<file path="src/design/b64d_pkg.sv">
// Shared types and constants for the dual-alphabet base64 decoder.
// No dependencies; every other design file refers to this package by scoped names.
package b64d_pkg;

  localparam logic [7:0] PAD_CHAR   = 8'h3D;
  localparam logic [7:0] BAD_SEXTET = 8'h80;

  typedef struct packed {
    logic [7:0] char_in;
    logic       end_of_text;
  } in_item_t;

  typedef struct packed {
    logic [7:0] byte_out;
    logic       last_byte;
  } out_item_t;

  // One decoded group as handed from the front end to the byte serialiser.
  typedef struct packed {
    logic [23:0] acc;       // group bits, byte 0 in [23:16]
    logic [1:0]  last_idx;  // index of the final byte to emit (0..2)
    logic        last;      // group closes the text
  } group_t;

  typedef struct packed {
    logic full;
    logic empty;
  } queue_stat_t;

  // Standard and URL-safe alphabets folded into one table.
  function automatic logic [7:0] sextet_of(input logic [7:0] c);
    logic [7:0] v;
    v = BAD_SEXTET;
    if (c >= 8'h41 && c <= 8'h5A) v = c - 8'h41;
    else if (c >= 8'h61 && c <= 8'h7A) v = c - 8'h61 + 8'd26;
    else if (c >= 8'h30 && c <= 8'h39) v = c - 8'h30 + 8'd52;
    else if (c == 8'h2B || c == 8'h2D) v = 8'd62;
    else if (c == 8'h2F || c == 8'h5F) v = 8'd63;
    return v;
  endfunction

endpackage

</file>
<file path="src/design/b64d_front.sv">
// Front end: takes one character a cycle unless the queue is full, looks up its
// sextet, builds groups and pushes them into the queue. Depends on b64d_pkg.
module b64d_front (
  input  logic                 clk,
  input  logic                 rst_n,
  input  logic                 in_valid,
  output logic                 in_stall,
  input  b64d_pkg::in_item_t   in_data,
  input  b64d_pkg::queue_stat_t q_stat,
  output logic                 push,
  output b64d_pkg::group_t     push_data
);

  logic [1:0]  pos_r, pos_nxt;
  logic [23:0] acc_r, acc_nxt;
  logic        tpad_r, tpad_nxt;

  logic        accept;
  logic [7:0]  v;
  logic        is_pad;
  logic [23:0] base;
  logic [23:0] place;
  logic [23:0] acc_new;
  logic        tpad_eff;
  logic        second;

  assign in_stall = q_stat.full;
  assign accept   = in_valid && !q_stat.full;
  assign v        = b64d_pkg::sextet_of(in_data.char_in);
  assign is_pad   = (in_data.char_in == b64d_pkg::PAD_CHAR);
  assign base     = (pos_r == 2'd0) ? 24'd0 : acc_r;

  // bits of the sextet that fall above bit 23 are dropped
  always_comb begin
    unique case (pos_r)
      2'd0: place = {v[5:0], 18'd0};
      2'd1: place = {4'd0, v, 12'd0};
      2'd2: place = {10'd0, v, 6'd0};
      2'd3: place = {16'd0, v};
    endcase
  end

  assign acc_new  = base | place;
  assign tpad_eff = (pos_r == 2'd2) ? is_pad : tpad_r;

  always_comb begin
    pos_nxt   = pos_r;
    acc_nxt   = acc_r;
    tpad_nxt  = tpad_r;
    push      = 1'b0;
    push_data = '{acc: acc_new, last_idx: 2'd2, last: 1'b0};
    second    = 1'b0;
    if (accept) begin
      if (!in_data.end_of_text) begin
        if (pos_r == 2'd3) begin
          push     = 1'b1;
          pos_nxt  = 2'd0;
          acc_nxt  = 24'd0;
          tpad_nxt = 1'b0;
        end else begin
          pos_nxt  = pos_r + 2'd1;
          acc_nxt  = acc_new;
          tpad_nxt = tpad_eff;
        end
      end else begin
        push           = 1'b1;
        push_data.last = 1'b1;
        if (pos_r == 2'd3 && !is_pad) begin
          push_data.last_idx = 2'd2;
        end else begin
          if (pos_r == 2'd3) second = !tpad_r;
          else if (pos_r == 2'd2) second = !is_pad;
          push_data.last_idx = second ? 2'd1 : 2'd0;
        end
        pos_nxt  = 2'd0;
        acc_nxt  = 24'd0;
        tpad_nxt = 1'b0;
      end
    end
  end

  always_ff @(posedge clk) begin
    if (!rst_n) begin
      pos_r  <= 2'd0;
      acc_r  <= 24'd0;
      tpad_r <= 1'b0;
    end else begin
      pos_r  <= pos_nxt;
      acc_r  <= acc_nxt;
      tpad_r <= tpad_nxt;
    end
  end

endmodule

</file>
<file path="src/design/b64d_queue.sv">
// Short group queue between front end and serialiser (register file FIFO).
// Depends on b64d_pkg for the group and status types.
module b64d_queue #(
  parameter int DEPTH = 4
) (
  input  logic                  clk,
  input  logic                  rst_n,
  input  logic                  push,
  input  b64d_pkg::group_t      push_data,
  input  logic                  pop,
  output b64d_pkg::group_t      head,
  output b64d_pkg::queue_stat_t q_stat
);

  localparam int AW = $clog2(DEPTH);
  localparam int CW = $clog2(DEPTH + 1);

  b64d_pkg::group_t mem_r [DEPTH];
  logic [AW-1:0] wr_ptr_r, wr_ptr_nxt;
  logic [AW-1:0] rd_ptr_r, rd_ptr_nxt;
  logic [CW-1:0] count_r, count_nxt;

  assign q_stat.full  = (count_r == CW'(DEPTH));
  assign q_stat.empty = (count_r == '0);
  assign head         = mem_r[rd_ptr_r];

  always_comb begin
    wr_ptr_nxt = wr_ptr_r;
    rd_ptr_nxt = rd_ptr_r;
    count_nxt  = count_r;
    if (push) wr_ptr_nxt = (wr_ptr_r == AW'(DEPTH - 1)) ? '0 : wr_ptr_r + 1'b1;
    if (pop)  rd_ptr_nxt = (rd_ptr_r == AW'(DEPTH - 1)) ? '0 : rd_ptr_r + 1'b1;
    if (push && !pop)      count_nxt = count_r + CW'(1);
    else if (pop && !push) count_nxt = count_r - CW'(1);
  end

  always_ff @(posedge clk) begin
    if (push) mem_r[wr_ptr_r] <= push_data;
  end

  always_ff @(posedge clk) begin
    if (!rst_n) begin
      wr_ptr_r <= '0;
      rd_ptr_r <= '0;
      count_r  <= '0;
    end else begin
      wr_ptr_r <= wr_ptr_nxt;
      rd_ptr_r <= rd_ptr_nxt;
      count_r  <= count_nxt;
    end
  end

  a_no_overflow: assert property (@(posedge clk) disable iff (!rst_n)
    q_stat.full |-> !push)
    else $error("group pushed into full queue");

  a_no_underflow: assert property (@(posedge clk) disable iff (!rst_n)
    q_stat.empty |-> !pop)
    else $error("group popped from empty queue");

  a_count_bound: assert property (@(posedge clk) disable iff (!rst_n)
    count_r <= CW'(DEPTH))
    else $error("queue count beyond depth");

  a_ptr_track: assert property (@(posedge clk) disable iff (!rst_n)
    (q_stat.empty || q_stat.full) |-> (wr_ptr_r == rd_ptr_r))
    else $error("queue pointers disagree with count");

endmodule

</file>
<file path="src/design/b64d_back.sv">
// Back end: serialises queued groups into bytes through a registered output.
// Depends on b64d_pkg.
module b64d_back (
  input  logic                  clk,
  input  logic                  rst_n,
  input  b64d_pkg::group_t      head,
  input  b64d_pkg::queue_stat_t q_stat,
  output logic                  pop,
  output logic                  out_valid,
  input  logic                  out_stall,
  output b64d_pkg::out_item_t   out_data
);

  logic [1:0]           idx_r, idx_nxt;
  logic                 out_valid_r, out_valid_nxt;
  b64d_pkg::out_item_t  out_data_r, out_data_nxt;
  logic                 load;
  logic                 at_end;
  logic [7:0]           sel;

  assign load   = !q_stat.empty && (!out_valid_r || !out_stall);
  assign at_end = (idx_r == head.last_idx);
  assign pop    = load && at_end;

  always_comb begin
    unique case (idx_r)
      2'd0:    sel = head.acc[23:16];
      2'd1:    sel = head.acc[15:8];
      default: sel = head.acc[7:0];
    endcase
  end

  always_comb begin
    idx_nxt       = idx_r;
    out_data_nxt  = out_data_r;
    out_valid_nxt = out_valid_r && out_stall;
    if (load) begin
      out_valid_nxt = 1'b1;
      out_data_nxt  = '{byte_out: sel, last_byte: head.last && at_end};
      idx_nxt       = at_end ? 2'd0 : idx_r + 2'd1;
    end
  end

  always_ff @(posedge clk) begin
    if (!rst_n) begin
      idx_r       <= 2'd0;
      out_valid_r <= 1'b0;
    end else begin
      idx_r       <= idx_nxt;
      out_valid_r <= out_valid_nxt;
    end
  end

  always_ff @(posedge clk) begin
    out_data_r <= out_data_nxt;
  end

  assign out_valid = out_valid_r;
  assign out_data  = out_data_r;

endmodule

</file>
<file path="src/design/base64_dual_alphabet_decoder_top.sv">
// Top level of the dual-alphabet base64 decoder.
// Instantiates b64d_front, b64d_queue and b64d_back; types from b64d_pkg.
//
// Usage
//   in_ channel : one encoded character per request, end_of_text set on the
//                 final character of a text. Both '+' '/' and '-' '_' decode.
//   out_ channel: one decoded byte per request, last_byte set on the final
//                 byte of each text (every text yields at least one byte).
//   A request moves on a rising edge where valid is high and stall is low.
// Throughput: one character a cycle in while the queue has room, one byte a
//   cycle out while out_stall is low. The front end classifies and packs each
//   character as it is taken; the serialiser emits one byte of a queued group
//   per cycle, so a full group of four characters yields three output bytes.
// Path: a group is written into the queue at the edge that takes its closing
//   character; its first byte then goes out through the output register.
// Stalling: out_stall holds the output register; the queue (QUEUE_DEPTH
//   groups) absorbs the front end until full, then in_stall rises. in_stall
//   is a register decode and never depends on out_stall in the same cycle.
// Reset: rst_n low clears group position, accumulator, queue and output
//   valid; the block is ready to take characters once rst_n is high.
module base64_dual_alphabet_decoder_top #(
  parameter int QUEUE_DEPTH = 4
) (
  input  logic                clk,
  input  logic                rst_n,
  input  logic                in_valid,
  output logic                in_stall,
  input  b64d_pkg::in_item_t  in_data,
  output logic                out_valid,
  input  logic                out_stall,
  output b64d_pkg::out_item_t out_data
);

  // front to queue
  logic                  push;
  b64d_pkg::group_t      push_data;
  // queue to back
  logic                  pop;
  b64d_pkg::group_t      head;
  b64d_pkg::queue_stat_t q_stat;

  b64d_front u_front (
    .clk       (clk),
    .rst_n     (rst_n),
    .in_valid  (in_valid),
    .in_stall  (in_stall),
    .in_data   (in_data),
    .q_stat    (q_stat),
    .push      (push),
    .push_data (push_data)
  );

  b64d_queue #(
    .DEPTH (QUEUE_DEPTH)
  ) u_queue (
    .clk       (clk),
    .rst_n     (rst_n),
    .push      (push),
    .push_data (push_data),
    .pop       (pop),
    .head      (head),
    .q_stat    (q_stat)
  );

  b64d_back u_back (
    .clk       (clk),
    .rst_n     (rst_n),
    .head      (head),
    .q_stat    (q_stat),
    .pop       (pop),
    .out_valid (out_valid),
    .out_stall (out_stall),
    .out_data  (out_data)
  );

endmodule
</file>
<file path="config.mk">
export PLATFORM = sky130hd
export DESIGN_NAME = base64_dual_alphabet_decoder_top
export DESIGN_NICKNAME = d
export VERILOG_FILES = /design/src/design/b64d_pkg.sv /design/src/design/b64d_front.sv /design/src/design/b64d_queue.sv /design/src/design/b64d_back.sv /design/src/design/base64_dual_alphabet_decoder_top.sv
export SDC_FILE = /design/constraint.sdc
export NUM_CORES = 1
export LEC_CHECK = 0
export BUFFER_PORTS_ARGS = -buffer_cell sky130_fd_sc_hd__buf_2
export CORE_ASPECT_RATIO = 1.2
export CORE_MARGIN = 2
export CORE_UTILIZATION = 44
export CTS_CLUSTER_DIAMETER = 30
export DETAILED_ROUTE_END_ITERATION = 12
export PLACE_DENSITY = 0.6
export SLEW_MARGIN = 10
export SYNTH_ARGS = -nofsm -noshare
export SYNTH_HDL_FRONTEND = slang
export SYNTH_HIERARCHICAL = 1
export SYNTH_SLANG_ARGS = --single-unit
export TNS_END_PERCENT = 10
</file>
<file path="constraint.sdc">
create_clock -name clk -period 2.6 [get_ports clk]
set_input_delay 0.52 -clock clk [delete_from_list [all_inputs] [get_ports clk]]
set_output_delay 0.52 -clock clk [all_outputs]
set_load 0.02 [all_outputs]
</file>
==> impl_metrics.py <==
metrics = {
    "clocking": {
        "cell_chosen_for_the_clock_root": "clkbuf_16",
        "postCtsHoldBufs": 0,
        "tritoncts": "yes",
        "numCtsBuffers": 17,
        "worst_skew_pair_latency_ps": 420,
        "clk_pin_slew_worst_paths_ps": 60,
        "clock_path_buffers": 2,
        "cts.sinks": 156,
        "cts.htree.levels": 4,
    },
    "yosys": {
        "synth_simple_gate_area_share_pct": 10.9,
        "synth_cell_type_count": 66,
        "synth_top_flop_cell": "edfxtp_1",
        "synth_compound_area_share_pct": 9.82,
        "yosys_register_bits": 156,
        "fraction_of_the_yosys_area_taken_by_sequential_cells_pct": 60.9,
        "synth_cells": 511,
        "synth-edff-count": 117,
        "synth-warning-count": 6,
        "asyncSetResetFlopFracSynth_pct": 0,
        "main_combinational_cell_family_by_area_after_synthesis": "simple AND/OR/NAND/NOR gates",
        "synth_area_sq_um": 7060,
        "postSynthAreaPerCell_sq_um": 13.8,
        "synth_nets": 545,
        "post_synth_mux_area_share_pct": 10.0,
        "synth_adder_area_share_pct": 3.83,
        "xor_xnor_fraction_of_synth_area_pct": 1.37,
    },
    "sta": {
        "finalSetupViolations": 0,
        "report.final.hold_viol_count": 0,
        "fmax_mhz": 393,
        "timing.final.crit_share_pct": 97.9,
        "maxSlewHeadroom_pct": 58.5,
        "slew_violations": 0,
        "worst_hold_slack_ps": 389,
        "final.setup_skew_ps": 9.33,
        "grt_setup_unrepaired": "true",
        "worst-slew-pin-transition_ps": 623,
        "final.min_clock_period_ps": 2550,
    },
    "global_route": {
        "global_route_wire_length_before_repair_microns": 23500,
        "grt_antenna_before_repair": 0,
        "grt_start_max_net_pins": 28,
        "total_grt_usage_pct": 18.3,
        "vias_in_the_first_global_route": 4415,
        "gr-total-overflow": 0,
    },
    "cells_and_area": {
        "post_route_cells_drive_above_1_share_pct": 23.8,
        "antenna_cells_inserted": 0,
        "finish.instance_area_sq_um": 8240,
        "area_growth_syn_to_layout_pct": 16.8,
        "layout_common_cells": "edfxtp_1, nand2_1, dfxtp_1",
        "nFillCells": 1315,
        "layout.cells.most_common": "edfxtp_1",
        "number_of_nets_at_the_end_of_the_flow": 606,
    },
    "floorplanning": {
        "effective_utilization_at_floorplan_pct": 45.1,
        "chipHeight_microns": 143,
        "floorplan.rows": 50,
        "die_width_microns": 120,
        "core_area_sq_um": 15600,
        "boundaryPins": 24,
        "design.die.area_sq_um": 17100,
    },
    "min_path": {
        "hold-path-cell-count": 3,
        "hp-class": "in -> reg",
        "min_delay_worst_endpoint": "u_back/out_valid",
        "worstHoldStart": "out_stall",
    },
    "worst_setup_path": {
        "worst-endpoint-arrival_ps": 2890,
        "setup.worst_path.end_class": "flop",
        "worst-r2r-setup-slack_ps": 50,
        "worst_r2r_path_depth": 11,
        "critical_path_rt_ps": 2950,
        "crit_path_max_fanout": 3,
        "rr_endpoint": "u_queue/count_r[2]",
        "start_kind": "flop",
        "setup.worst_path.class": "reg -> reg",
    },
    "placed_design": {
        "place_hpwl_microns": 9940,
        "buffer_ports.inserted": 23,
        "placed_cell_area_sq_um": 7650,
        "gp_congestion": 0.840,
    },
    "routing": {
        "drc": 0,
        "detail_route.wirelength_microns": 14800,
        "num_vias": 4331,
        "avgViaCountPerCell": 5.46,
        "wire_per_inst_microns": 18.7,
        "antenna_violating_nets_post_route": 0,
        "drt_iter0_drc": 289,
        "dr.pass1.iters": 7,
    },
    "job": {
        "drv.max_cap_violation_count": 0,
    },
    "power_and_ir_drop": {
        "power_per_cell_area_nw_per_um2": 845,
        "peakVddDrop_mv": 0.410,
        "static-leakage-power_nw": 2.96,
    },
    "status": {
        "status": "finished clean",
    },
}
==> where the power goes <==
group	internal, mW	leakage (nW)	switching (mW)
registers	2.96	1.41	0.0987
clock network	1.34	0.270	0.939
logic	0.696	1.28	0.939
total	4.99	2.96	1.98
==> registers in the layout (all words and copies together), names as in the netlist, named ones only <==
name	count
u_back/idx_r	2
u_front/pos_r	2
u_queue/mem_r	108
u_front/acc_r	24
u_back/out_valid	1
u_queue/count_r	3
u_queue/rd_ptr_r	2
u_front/tpad_r	1
u_queue/wr_ptr_r	2
u_back/out_data	9
==> area by class of cell <==
class,instances,area [sq um],area share [%]
sequential,156,4300,52.1
inverter,21,81.3,0.986
clock buffer,23,490,5.95
tap,208,260,3.16
clock inverter,9,62.6,0.759
timing repair buffer,65,493,5.98
multi-input combinational,311,2560,31.0
==> per-stage QoR <==
stage	utilization [%]	power (mW)	setup WS (ps)	setup TNS, ps	cells
detailed placement	48.9	4.71	-95.6	-2910	758
global placement	48.9	4.67	-71.7	-502	758
CTS	52.7	7.03	15.6	0	793
floorplan	-	4.25	-6.13	-6.13	511
finish	52.7	6.97	53.4	0	793
global route	52.7	7.29	-77.0	-77.0	793
==> worst max-delay path by stage <==
stage	startpoint	to	slack, ps	cells past startpoint
final	flop	u_queue/count_r[2]	50	11
after global placement	in_data[1]	u_queue/mem_r[0][6]	-70	12
after CTS	flop	u_queue/count_r[2]	20	11
after detailed placement	in_data[3]	u_queue/mem_r[3][10]	-100	11
after global routing	flop	u_queue/count_r[2]	-80	11
after floorplan	flop	u_queue/count_r[2]	-6	12
==> synthesized netlist by cell type, drive strengths merged (2+ instances only) <==
cell type	count	area [sq um]
a21oi	13	68.8
a32o	4	40.0
nand4	3	18.8
o22ai	6	37.5
edfxtp	117	3510
o21ai	20	100
a21boi	8	63.8
mux2	2	22.5
nor2b	11	76.3
nand2b	2	12.5
nand3b	5	37.5
and3	4	25.0
clkbuf	10	37.5
a22oi	14	105
o211ai	2	15.0
dfxtp	39	781
xor2	4	35.0
mux2i	5	50.1
o221ai	3	26.3
a31o	2	17.5
a221oi	2	17.5
nand3	9	50.1
o32ai	2	17.5
nor2	33	131
buf	13	113
nor3	5	36.3
and2	14	87.6
or2	3	18.8
or3	2	12.5
a22o	13	115
nand2	49	184
nor3b	3	27.5
inv	21	78.8
mux4	27	634
ha	20	250
xnor2	7	61.3
==> logic make-up after synthesis <==
| kind of cell | Yosys count |
|---|---|
| compound gates | 97 |
| mux | 34 |
| xor+xnor | 11 |
| simple gates | 148 |
| buf+inv | 44 |
| fa+ha+maj | 21 |
| flops | 156 |
==> routing by layer <==
metal	wire length, microns	track usage, %
met2	7740	32.9
met4	157	5.02
met3	456	3.83
met5	0	0
met1	6470	22.3
==> critical path: stages, from the launching register on <==
cell and delay [ps]:
dfxtp_4 370, mux4_2 550, xor2_2 180, nor2_1 80, and2_4 160, inv_4 70, ha_4 130, inv_1 50
fa_2 330, xor2_1 150, or3_1 300, a21boi_1 120
==> what timing repair did <==
item / CTS / global route
setup endpoints to repair: 1 / 1
endpoints found under the hold margin: 0 / 0
pin swaps: 4 / 2
gates resized for setup: 4 / 0
gates cloned: 0 / 0
setup buffers: 3 / 0
No activity file was read; power rests on OpenSTA's default activity.
